### config.mk
export PLATFORM = sky130hd
export DESIGN_NAME = per_month_temperature_statistics_core
export DESIGN_NICKNAME = d
export VERILOG_FILES = /design/src/sv/pmts_pkg.sv /design/src/sv/pmts_ctrl.sv /design/src/sv/pmts_dp.sv /design/src/sv/per_month_temperature_statistics_core.sv
export SDC_FILE = /design/constraint.sdc
export NUM_CORES = 2
export LEC_CHECK = 0
export BUFFER_PORTS_ARGS = -buffer_cell sky130_fd_sc_hd__buf_2
export CORE_UTILIZATION = 45
export CTS_CLUSTER_SIZE = 40
export DETAILED_ROUTE_END_ITERATION = 10
export MAX_ROUTING_LAYER = met4
export PLACE_DENSITY = 0.64
export SYNTH_ARGS = -nofsm -noshare
export SYNTH_HDL_FRONTEND = slang
export SYNTH_SLANG_ARGS = --single-unit
### constraint.sdc
create_clock -name clock -period 10.7 [get_ports clock]
set_input_delay 0.535 -clock clock [delete_from_list [all_inputs] [get_ports clock]]
set_output_delay 0.535 -clock clock [all_outputs]
set_load 0.1 [all_outputs]
### src/sv/pmts_pkg.sv
// ----------------------------------------------------------------------------
// pmts_pkg: shared types and constants for per-month temperature statistics
// Widths, action and report codes, controller/datapath interface structs.
// ----------------------------------------------------------------------------
package pmts_pkg;

   localparam int COUNT_WIDTH = 16;
   localparam int NUM_BINS    = 12;
   localparam int BIN_W       = (NUM_BINS > 1) ? $clog2(NUM_BINS) : 1;

   localparam int MONTH_W     = 4;
   localparam int TEMP_W      = 8;
   localparam int OUT_CNT_W   = 16;
   localparam int AVG_W       = 12;
   localparam int SUM_W       = 24;
   localparam int FRAC_W      = 4;
   localparam int QUO_W       = 12;
   localparam int STEP_W      = 4;
   localparam int TOT_W       = ((COUNT_WIDTH > OUT_CNT_W) ? COUNT_WIDTH : OUT_CNT_W) + 4;
   localparam int ACC_W       = 17;
   localparam int RECIP_SHIFT = 19;
   localparam int RECIP_W     = 20;
   localparam int RECIP       = ((2 ** RECIP_SHIFT) + NUM_BINS - 1) / NUM_BINS;

   localparam logic signed [TEMP_W-1:0] INIT_MIN = 8'sd99;
   localparam logic signed [TEMP_W-1:0] INIT_MAX = -8'sd99;

   localparam logic [1:0] ACT_RECORD = 2'd0;
   localparam logic [1:0] ACT_MONTH  = 2'd1;
   localparam logic [1:0] ACT_YEAR   = 2'd2;

   localparam logic REPORT_MONTH = 1'b0;
   localparam logic REPORT_YEAR  = 1'b1;

   typedef struct packed {
      logic capture;
      logic record;
      logic bin_load;
      logic bin_next;
      logic div_load;
      logic div_step;
      logic accum;
      logic ymul;
      logic out_load;
   } pmts_cmd_type;

   typedef struct packed {
      logic [1:0] action;
      logic       in_bin;
      logic       bin_last;
      logic       div_last;
      logic       out_busy;
   } pmts_stat_type;

   function automatic logic [OUT_CNT_W-1:0] sat16(input logic [TOT_W-1:0] v);
      logic [TOT_W-1:0] lim;
      lim = TOT_W'({OUT_CNT_W{1'b1}});
      return (v > lim) ? {OUT_CNT_W{1'b1}} : v[OUT_CNT_W-1:0];
   endfunction

endpackage

### src/sv/pmts_ctrl.sv
// ----------------------------------------------------------------------------
// pmts_ctrl: sequencing state machine
// Accepts one word at a time, dispatches records and walks the divider
// over one bin or all bins for reports.
// ----------------------------------------------------------------------------
module pmts_ctrl
   import pmts_pkg::*;
(
   input  logic          clock,
   input  logic          reset,
   input  logic          req_tvalid,
   output logic          req_tready,
   input  pmts_stat_type stat,
   output pmts_cmd_type  cmd
);

   typedef enum logic [2:0] {
      S_IDLE,
      S_DISPATCH,
      S_DIV_LOAD,
      S_DIV_RUN,
      S_DIV_END,
      S_YMUL,
      S_OUT
   } state_type;

   state_type state_ff, state_in;
   logic      ready_ff;

   always_comb begin
      state_in = state_ff;
      cmd      = '0;
      unique case (state_ff)
         S_IDLE: begin
            if (req_tvalid && ready_ff) begin
               cmd.capture = 1'b1;
               state_in    = S_DISPATCH;
            end
         end
         S_DISPATCH: begin
            unique case (stat.action)
               ACT_RECORD: begin
                  cmd.record = 1'b1;
                  state_in   = S_IDLE;
               end
               ACT_MONTH: begin
                  if (stat.in_bin) begin
                     cmd.bin_load = 1'b1;
                     state_in     = S_DIV_LOAD;
                  end else begin
                     state_in = S_OUT;
                  end
               end
               ACT_YEAR: begin
                  cmd.bin_load = 1'b1;
                  state_in     = S_DIV_LOAD;
               end
               default: state_in = S_IDLE;
            endcase
         end
         S_DIV_LOAD: begin
            cmd.div_load = 1'b1;
            state_in     = S_DIV_RUN;
         end
         S_DIV_RUN: begin
            cmd.div_step = 1'b1;
            if (stat.div_last) state_in = S_DIV_END;
         end
         S_DIV_END: begin
            if (stat.action == ACT_MONTH) begin
               state_in = S_OUT;
            end else begin
               cmd.accum = 1'b1;
               if (stat.bin_last) begin
                  state_in = S_YMUL;
               end else begin
                  cmd.bin_next = 1'b1;
                  state_in     = S_DIV_LOAD;
               end
            end
         end
         S_YMUL: begin
            cmd.ymul = 1'b1;
            state_in = S_OUT;
         end
         S_OUT: begin
            if (!stat.out_busy) begin
               cmd.out_load = 1'b1;
               state_in     = S_IDLE;
            end
         end
         default: state_in = S_IDLE;
      endcase
   end

   always_ff @(posedge clock) begin
      if (reset) begin
         state_ff <= S_IDLE;
         ready_ff <= 1'b0;
      end else begin
         state_ff <= state_in;
         ready_ff <= (state_in == S_IDLE);
      end
   end

   assign req_tready = ready_ff;

endmodule

### src/sv/pmts_dp.sv
// ----------------------------------------------------------------------------
// pmts_dp: statistics datapath
// Per-bin counters and extremes, year extremes, bit-serial mean divider,
// year accumulator with reciprocal divide, and the result register.
// ----------------------------------------------------------------------------
module pmts_dp
   import pmts_pkg::*;
(
   input  logic                     clock,
   input  logic                     reset,
   input  pmts_cmd_type             cmd,
   output pmts_stat_type            stat,
   input  logic [1:0]               req_action,
   input  logic [MONTH_W-1:0]       req_month,
   input  logic signed [TEMP_W-1:0] req_temperature,
   input  logic                     req_row_ok,
   input  logic                     rsp_tready,
   output logic                     rsp_tvalid,
   output logic                     rsp_report_kind,
   output logic [MONTH_W-1:0]       rsp_report_month,
   output logic [OUT_CNT_W-1:0]     rsp_total_rows,
   output logic [OUT_CNT_W-1:0]     rsp_valid_rows,
   output logic [OUT_CNT_W-1:0]     rsp_error_rows,
   output logic [AVG_W-1:0]         rsp_average_q4,
   output logic [TEMP_W-1:0]        rsp_temp_high,
   output logic [TEMP_W-1:0]        rsp_temp_low
);

   localparam logic [COUNT_WIDTH-1:0] CNT_MAX = {COUNT_WIDTH{1'b1}};
   localparam logic [SUM_W-1:0]       SUM_HI  = {1'b0, {(SUM_W-1){1'b1}}};
   localparam logic [SUM_W-1:0]       SUM_LO  = {1'b1, {(SUM_W-1){1'b0}}};

   // bin storage
   logic [COUNT_WIDTH-1:0]   row_cnt_ff   [NUM_BINS];
   logic [COUNT_WIDTH-1:0]   valid_cnt_ff [NUM_BINS];
   logic [SUM_W-1:0]         sum_ff       [NUM_BINS];
   logic signed [TEMP_W-1:0] min_ff       [NUM_BINS];
   logic signed [TEMP_W-1:0] max_ff       [NUM_BINS];
   logic signed [TEMP_W-1:0] year_min_ff, year_max_ff;

   // captured word
   logic [1:0]               cap_action_ff;
   logic [MONTH_W-1:0]       cap_month_ff;
   logic signed [TEMP_W-1:0] cap_temp_ff;
   logic                     cap_ok_ff;

   logic [BIN_W-1:0]         bin_ff;

   // divider
   logic [COUNT_WIDTH-1:0]   rem_ff, rem_in;
   logic [QUO_W-1:0]         quo_ff, quo_in;
   logic [COUNT_WIDTH-1:0]   den_ff;
   logic                     neg_ff;
   logic [STEP_W-1:0]        step_ff;

   // year accumulation
   logic signed [ACC_W-1:0]  acc_ff;
   logic [TOT_W-1:0]         tot_ff, val_ff;
   logic [QUO_W-1:0]         yq_ff, yq_in;
   logic                     yneg_ff;

   logic                     rsp_valid_ff;

   // record path
   logic                     in_bin;
   logic [BIN_W-1:0]         rec_idx;
   logic [COUNT_WIDTH-1:0]   row_cur, row_in, vc_cur, vc_in;
   logic [SUM_W-1:0]         sum_cur, sum_in;
   logic signed [SUM_W:0]    sum_wide;

   assign in_bin  = (cap_month_ff != '0) &&
                    ({1'b0, cap_month_ff} <= (MONTH_W+1)'(NUM_BINS));
   assign rec_idx = BIN_W'(cap_month_ff - MONTH_W'(1));
   assign row_cur = row_cnt_ff[rec_idx];
   assign vc_cur  = valid_cnt_ff[rec_idx];
   assign sum_cur = sum_ff[rec_idx];
   assign row_in  = (row_cur != CNT_MAX) ? row_cur + 1'b1 : row_cur;
   assign vc_in   = vc_cur + 1'b1;
   assign sum_wide = $signed({sum_cur[SUM_W-1], sum_cur}) +
                     $signed({{(SUM_W+1-TEMP_W){cap_temp_ff[TEMP_W-1]}}, cap_temp_ff});

   always_comb begin
      if (sum_wide[SUM_W] != sum_wide[SUM_W-1]) begin
         sum_in = sum_wide[SUM_W] ? SUM_LO : SUM_HI;
      end else begin
         sum_in = sum_wide[SUM_W-1:0];
      end
   end

   always_ff @(posedge clock) begin
      if (reset) begin
         for (int i = 0; i < NUM_BINS; i++) begin
            row_cnt_ff[i]   <= '0;
            valid_cnt_ff[i] <= '0;
            sum_ff[i]       <= '0;
            min_ff[i]       <= INIT_MIN;
            max_ff[i]       <= INIT_MAX;
         end
         year_min_ff <= INIT_MIN;
         year_max_ff <= INIT_MAX;
      end else if (cmd.record) begin
         if (in_bin) row_cnt_ff[rec_idx] <= row_in;
         if (cap_ok_ff) begin
            if (cap_temp_ff < year_min_ff) year_min_ff <= cap_temp_ff;
            if (cap_temp_ff > year_max_ff) year_max_ff <= cap_temp_ff;
            if (in_bin) begin
               if (vc_cur != CNT_MAX) begin
                  valid_cnt_ff[rec_idx] <= vc_in;
                  sum_ff[rec_idx]       <= sum_in;
               end
               if (cap_temp_ff < min_ff[rec_idx]) min_ff[rec_idx] <= cap_temp_ff;
               if (cap_temp_ff > max_ff[rec_idx]) max_ff[rec_idx] <= cap_temp_ff;
            end
         end
      end
   end

   always_ff @(posedge clock) begin
      if (cmd.capture) begin
         cap_action_ff <= req_action;
         cap_month_ff  <= req_month;
         cap_temp_ff   <= req_temperature;
         cap_ok_ff     <= req_row_ok;
      end
   end

   // bin walk and year accumulation
   logic [SUM_W-1:0]             div_sum;
   logic [SUM_W-1:0]             div_mag;
   logic [SUM_W+FRAC_W-1:0]      div_num;
   logic [QUO_W-1:0]             mean_mag;
   logic signed [QUO_W:0]        mean_s;
   logic [ACC_W-1:0]             acc_mag;
   logic [ACC_W+RECIP_W-1:0]     prod;

   assign div_sum  = sum_ff[bin_ff];
   assign div_mag  = div_sum[SUM_W-1] ? (~div_sum + 1'b1) : div_sum;
   assign div_num  = {div_mag, {FRAC_W{1'b0}}};
   assign mean_mag = (den_ff == '0) ? '0 : quo_ff;
   assign mean_s   = neg_ff ? -$signed({1'b0, mean_mag}) : $signed({1'b0, mean_mag});
   assign acc_mag  = acc_ff[ACC_W-1] ? ACC_W'(-acc_ff) : acc_ff;
   assign prod     = acc_mag * RECIP_W'(RECIP);
   assign yq_in    = prod[RECIP_SHIFT+QUO_W-1:RECIP_SHIFT];

   always_ff @(posedge clock) begin
      if (cmd.bin_load) begin
         bin_ff <= (cap_action_ff == ACT_YEAR) ? '0 : rec_idx;
         acc_ff <= '0;
         tot_ff <= '0;
         val_ff <= '0;
      end else begin
         if (cmd.bin_next) bin_ff <= bin_ff + 1'b1;
         if (cmd.accum) begin
            acc_ff <= acc_ff + ACC_W'(mean_s);
            tot_ff <= tot_ff + TOT_W'(row_cnt_ff[bin_ff]);
            val_ff <= val_ff + TOT_W'(valid_cnt_ff[bin_ff]);
         end
      end
      if (cmd.ymul) begin
         yq_ff   <= yq_in;
         yneg_ff <= acc_ff[ACC_W-1];
      end
   end

   // restoring divider, one quotient bit per cycle
   logic [COUNT_WIDTH:0] trial, trial_diff;
   logic                 trial_ge;

   assign trial      = {rem_ff, quo_ff[QUO_W-1]};
   assign trial_diff = trial - {1'b0, den_ff};
   assign trial_ge   = (trial >= {1'b0, den_ff});
   assign rem_in     = trial_ge ? trial_diff[COUNT_WIDTH-1:0] : trial[COUNT_WIDTH-1:0];
   assign quo_in     = {quo_ff[QUO_W-2:0], trial_ge};

   always_ff @(posedge clock) begin
      if (cmd.div_load) begin
         rem_ff  <= COUNT_WIDTH'(div_num[SUM_W+FRAC_W-1:QUO_W]);
         quo_ff  <= div_num[QUO_W-1:0];
         den_ff  <= valid_cnt_ff[bin_ff];
         neg_ff  <= div_sum[SUM_W-1];
         step_ff <= '0;
      end else if (cmd.div_step) begin
         rem_ff  <= rem_in;
         quo_ff  <= quo_in;
         step_ff <= step_ff + 1'b1;
      end
   end

   // result register
   logic [OUT_CNT_W-1:0]  o_tot, o_val;
   logic [AVG_W-1:0]      o_avg;
   logic [TEMP_W-1:0]     o_high, o_low;
   logic signed [QUO_W:0] yavg_s;
   logic                  rpt_kind_ff;
   logic [MONTH_W-1:0]    rpt_month_ff;
   logic [OUT_CNT_W-1:0]  rpt_total_ff, rpt_valid_ff, rpt_error_ff;
   logic [AVG_W-1:0]      rpt_avg_ff;
   logic [TEMP_W-1:0]     rpt_high_ff, rpt_low_ff;

   assign yavg_s = yneg_ff ? -$signed({1'b0, yq_ff}) : $signed({1'b0, yq_ff});

   always_comb begin
      if (cap_action_ff == ACT_YEAR) begin
         o_tot  = sat16(tot_ff);
         o_val  = sat16(val_ff);
         o_avg  = yavg_s[AVG_W-1:0];
         o_high = year_max_ff;
         o_low  = year_min_ff;
      end else if (in_bin) begin
         o_tot  = sat16(TOT_W'(row_cnt_ff[bin_ff]));
         o_val  = sat16(TOT_W'(valid_cnt_ff[bin_ff]));
         o_avg  = mean_s[AVG_W-1:0];
         o_high = max_ff[bin_ff];
         o_low  = min_ff[bin_ff];
      end else begin
         o_tot  = '0;
         o_val  = '0;
         o_avg  = '0;
         o_high = INIT_MAX;
         o_low  = INIT_MIN;
      end
   end

   always_ff @(posedge clock) begin
      if (reset) begin
         rsp_valid_ff <= 1'b0;
      end else if (cmd.out_load) begin
         rsp_valid_ff <= 1'b1;
      end else if (rsp_tready) begin
         rsp_valid_ff <= 1'b0;
      end
      if (cmd.out_load) begin
         rpt_kind_ff  <= (cap_action_ff == ACT_YEAR) ? REPORT_YEAR : REPORT_MONTH;
         rpt_month_ff <= (cap_action_ff == ACT_YEAR) ? '0 : cap_month_ff;
         rpt_total_ff <= o_tot;
         rpt_valid_ff <= o_val;
         rpt_error_ff <= (o_tot >= o_val) ? o_tot - o_val : '0;
         rpt_avg_ff   <= o_avg;
         rpt_high_ff  <= o_high;
         rpt_low_ff   <= o_low;
      end
   end

   assign rsp_tvalid       = rsp_valid_ff;
   assign rsp_report_kind  = rpt_kind_ff;
   assign rsp_report_month = rpt_month_ff;
   assign rsp_total_rows   = rpt_total_ff;
   assign rsp_valid_rows   = rpt_valid_ff;
   assign rsp_error_rows   = rpt_error_ff;
   assign rsp_average_q4   = rpt_avg_ff;
   assign rsp_temp_high    = rpt_high_ff;
   assign rsp_temp_low     = rpt_low_ff;

   assign stat.action   = cap_action_ff;
   assign stat.in_bin   = in_bin;
   assign stat.bin_last = (bin_ff == BIN_W'(NUM_BINS - 1));
   assign stat.div_last = (step_ff == STEP_W'(QUO_W - 1));
   assign stat.out_busy = rsp_valid_ff;

   a_load_free: assert property (@(posedge clock) disable iff (reset)
      cmd.out_load |-> !rsp_valid_ff)
      else $error("result register overwritten while pending");

   a_rem_bound: assert property (@(posedge clock) disable iff (reset)
      cmd.div_step && den_ff != '0 |-> rem_ff < den_ff)
      else $error("divider remainder not below divisor");

   a_year_order: assert property (@(posedge clock) disable iff (reset)
      cmd.record && cap_ok_ff |=> year_min_ff <= year_max_ff)
      else $error("year extremes out of order after good row");

endmodule

### src/sv/per_month_temperature_statistics_core.sv
// ----------------------------------------------------------------------------
// per_month_temperature_statistics_core: binned temperature statistics
// Record rows into twelve monthly bins; report a month or the whole year.
// Record: no result; ready again once the word is dispatched.
// Month report: mean from a 12-step serial divider; a month outside 1..12
// skips the divider.
// Year report: the divider walks all twelve bins, then a reciprocal divide.
// One word in flight at a time; a pending result stalls only the next report.
// Synchronous reset clears all bins, extremes and handshake state.
// ----------------------------------------------------------------------------
module per_month_temperature_statistics_core
   import pmts_pkg::*;
(
   input  logic        clock,
   input  logic        reset,
   input  logic        req_tvalid,
   output logic        req_tready,
   input  logic [15:0] req_tdata,  // month[3:0], temperature[11:4], row_ok[12]
   input  logic [1:0]  req_tuser,  // action[1:0]
   output logic        rsp_tvalid,
   input  logic        rsp_tready,
   output logic [79:0] rsp_tdata,  // report_month[3:0], total_rows[19:4],
                                   // valid_rows[35:20], error_rows[51:36],
                                   // average_q4[63:52], temp_high[71:64],
                                   // temp_low[79:72]
   output logic        rsp_tuser   // report_kind[0]
);

   pmts_cmd_type         cmd;
   pmts_stat_type        stat;
   logic [MONTH_W-1:0]   o_month;
   logic [OUT_CNT_W-1:0] o_tot, o_val, o_err;
   logic [AVG_W-1:0]     o_avg;
   logic [TEMP_W-1:0]    o_high, o_low;

   pmts_ctrl u_ctrl (
      .clock      (clock),
      .reset      (reset),
      .req_tvalid (req_tvalid),
      .req_tready (req_tready),
      .stat       (stat),
      .cmd        (cmd)
   );

   pmts_dp u_dp (
      .clock            (clock),
      .reset            (reset),
      .cmd              (cmd),
      .stat             (stat),
      .req_action       (req_tuser),
      .req_month        (req_tdata[3:0]),
      .req_temperature  (req_tdata[11:4]),
      .req_row_ok       (req_tdata[12]),
      .rsp_tready       (rsp_tready),
      .rsp_tvalid       (rsp_tvalid),
      .rsp_report_kind  (rsp_tuser),
      .rsp_report_month (o_month),
      .rsp_total_rows   (o_tot),
      .rsp_valid_rows   (o_val),
      .rsp_error_rows   (o_err),
      .rsp_average_q4   (o_avg),
      .rsp_temp_high    (o_high),
      .rsp_temp_low     (o_low)
   );

   assign rsp_tdata = {o_low, o_high, o_avg, o_err, o_val, o_tot, o_month};

endmodule

==> implementation parameters <==
Parameter                              Value

Outcome
  Result of the run    finished, final reports clean

Logic synthesis
  Count of yosys warnings during synthesis    0
  Share of Yosys cell area claimed by the top area cell type    49.7%
  Top area cells in the synthesized netlist    edfxtp_1, mux4_2, ha_1, nor2_1, dfxtp_1
  Async SR Flop Fraction    0%
  Most common cell in the netlist    edfxtp_1
  Avg Inst Size Synth    between 10 and 15 um2
  Cells after synthesis    between 5000 and 6000
  Number of distinct library cells after synthesis    between 80 and 90
  Sequential element share of the synthesized area    52.0%
  Post-synth top area cell    edfxtp_1
  Synth Register Bits    1396
  Leading post-synthesis cells by instance count    edfxtp_1, nor2_1, mux4_2
  Post-synthesis cell area    78900 um2
  Leading register cell type out of synthesis    edfxtp_1
  Synthesized net count    6106
  Number of enable flip-flop cells after synthesis    roughly 1300

Clocking
  Buffers inserted by post-CTS timing repair    0
  Clock Tree Root    clkbuf_16
  Clock insertion delay at the later pin of the skew report    0.82 ns
  H-Tree Depth    4
  Maximum count of clock buffers along a single path    3
  Cts bufs inserted    between 150 and 200
  Clock slew seen by the registers of the worst setup and hold paths    0.06 ns
  Post-cts sizing count    0
  Sink Count    1396
  CTS tree    yes

Cells and area
  Synth-to-Final Area Change    9.88%
  Final std cells w/o fill    between 8000 and 9000
  Fraction of layout cells with a size suffix above 1    21.0%
  Final net count    6075

Min path
  Class of the tightest hold or removal check    input pin to flop
  Launch point of the worst hold path    req_tvalid
  Count of cells along the worst hold path    3

Timing
  Setup repair after global routing missed its margin    no
  Pin slew with the least headroom to its limit    1.32 ns
  Worst clock skew    0.0391 ns
  Setup slack of the critical path after layout    2.63 ns
  Ratio of final minimum period to clock period    75.4%
  Hold slack final    0.140 ns
  Post-route minimum period    approximately 8 ns
  Highest clock frequency the design can meet    124 MHz
  Slew HR    12.1%
  Final Hold Fails    0
  Final-layout setup total negative slack    0 ns
  Pins Over Slew Limit    0
  Finish-stage setup viols    0

Setup path
  CP arrival    around 8.6 ns
  Type of the worst setup path    flop to flop
  Number of cell instances on the worst register-to-register path    17
  Worst flop-to-flop path startpoint    u_dp.cap_month_ff[0]$_DFFE_PP_
  Data required time of the critical path    about 11 ns
  Max FO, Critical Path    60
  CP Launch Point    u_dp.cap_month_ff[0]$_DFFE_PP_
  Kind of end point of the critical path    flop
  Worst setup SP type    flop

Global route
  Number of antenna violations at the first check in global routing    2
  Largest net degree at the start of global routing    117
  First-pass GRT wire length    328000 um
  Vias in the first global route    50400
  Total routing usage reported by global routing    25.9%
  Total grt overflow    0

Route
  Iteration count of the initial detailed-routing pass    6
  Drt total wl    223000 um
  Routed vias/inst    6.31
  Antenna viol nets, final    0
  Violation count after the first detailed-route iteration    6226
  Via count of the routed design    51400
  DRC    0
  Post-detailed-route wirelength per cell    between 20 and 30 um

Power and ir drop
  Leak    31.6 nW
  Power per cell area    about 190 nW/um2
  Worst VDD drop    just over 0.1 mV
  Total chip power    16.1 mW

Floorplan
  Top Ports    105
  Core Region    between 150000 and 200000 um2
  Chip Width    421 um
  Overall die area    177000 um2
  Die Span Y    around 420 um
  Initial cell density of the core    a little under half
  Row count    153

Place
  Minimum setup slack after placement    2.53 ns
  Number of instances in the placed design    7852
  Routability congestion estimate from global placement    0.925
  Port Buffers    101
  HPWL after detailed placement    about 140000 um

Run
  Max Cap Violations    0
## cell usage in the layout (no fill, tap or decap), types with 86 or more instances in the layout
cell	n
clkbuf_16	154
a21oi_1	181
xnor2_1	122
nor3_1	153
mux4_2	706
o21ai_0	113
ha_1	267
dfxtp_1	86
buf_4	101
nor2_1	818
nand3_1	105
inv_1	340
buf_2	101
edfxtp_1	1306
nand2_1	262
## layer usage
| layer | track usage [%] | wire length (um) | vias up |
|---|---|---|---|
| met5 | - | 0 | - |
| met4 | 7.12 | 5780 | 0 |
| met3 | 4.96 | 22100 | 374 |
| met2 | 40.1 | 105000 | 2800 |
| met1 | 35.1 | 89400 | 26500 |
| li1 | - | - | 21700 |
## cells by family (layout without fill, tap and decap cells)
group                    Yosys count  in the layout  share of synthesized area (%)
AO/OA/AOI/OAI                    598            598                           4.87
XOR/XNOR                         189            189                           2.14
adder cells (fa/ha/maj)          355            355                           6.43
buffers and inverters            755            851                           4.02
flip-flops                      1396           1396                           52.0
multiplexers                     772            772                           21.1
other                              0              2                              0
AND/OR/NAND/NOR                 1665           1665                           9.43
## final timing paths
check                                  endpoint  slack (ns)
setup / recovery   u_dp.sum_ff[14][2]$_DFFE_PP_        2.63
hold / removal    u_ctrl.state_ff[0]$_SDFF_PP0_        0.14
setup reg to reg   u_dp.sum_ff[14][2]$_DFFE_PP_        2.63
hold reg to reg    u_dp.step_ff[1]$_SDFFE_PP0P_        0.46
## worst max-delay path, cell delays in order (launching register included)
cell and delay, ns:
edfxtp_1 0.34, buf_4 0.58, inv_1 0.25, ha_4 0.26, xnor2_2 0.85, buf_4 0.77
mux4_2 0.42, ha_1 0.33, a21o_1 0.22, a21oi_1 0.31, o21ai_0 0.35, a31oi_1 0.41
o21ai_0 0.20, a221o_1 0.39, mux2i_4 0.25, buf_4 0.59, a2bb2oi_1 0.92, inv_1 0.23
## through the flow
step                      instance area [um2]  utilization [%]
after floorplan                         78900                -
after global placement                  81600             46.9
after detailed placement                81600             46.9
after CTS                               86700             49.8
after global routing                    86700             49.8
final                                   86700             49.8
## registers in the layout (all words and copies together), names as in the netlist, 12 cells and up, named ones only
name	cells
u_dp.rem_ff	16
u_dp.rsp_error_rows	16
u_dp.rsp_average_q4	12
u_dp.den_ff	16
u_dp.valid_cnt_ff	256
u_dp.quo_ff	12
u_dp.sum_ff	384
u_dp.min_ff	128
u_dp.max_ff	128
u_dp.yq_ff	12
u_dp.val_ff	20
u_dp.tot_ff	20
u_dp.acc_ff	17
u_dp.rsp_valid_rows	16
u_dp.rsp_total_rows	16
u_dp.row_cnt_ff	256
## where the power goes
group | internal (mW) | switching (mW)
logic | 1.65 | 2.71
clock network | 3.00 | 2.28
registers | 6.29 | 0.119
total | 10.9 | 5.11
## cell type report
cell class                      count  area (um2)
Antenna cell                        2        5.00
Timing Repair Buffer              226        1580
Multi-Input combinational cell   3579       34900
Fill cell                       14700       87300
Clock inverter                     82         907
Clock buffer                      201        4070
Sequential cell                  1396       41000
Tap cell                         2325        2910
Inverter                          342        1280
## repair_timing
item,4_1_cts,5_1_grt
hold buffers,16,0
endpoints found under the setup margin,0,0
hold endpoints to repair,16,0
No activity file was read; power rests on OpenSTA's default activity.
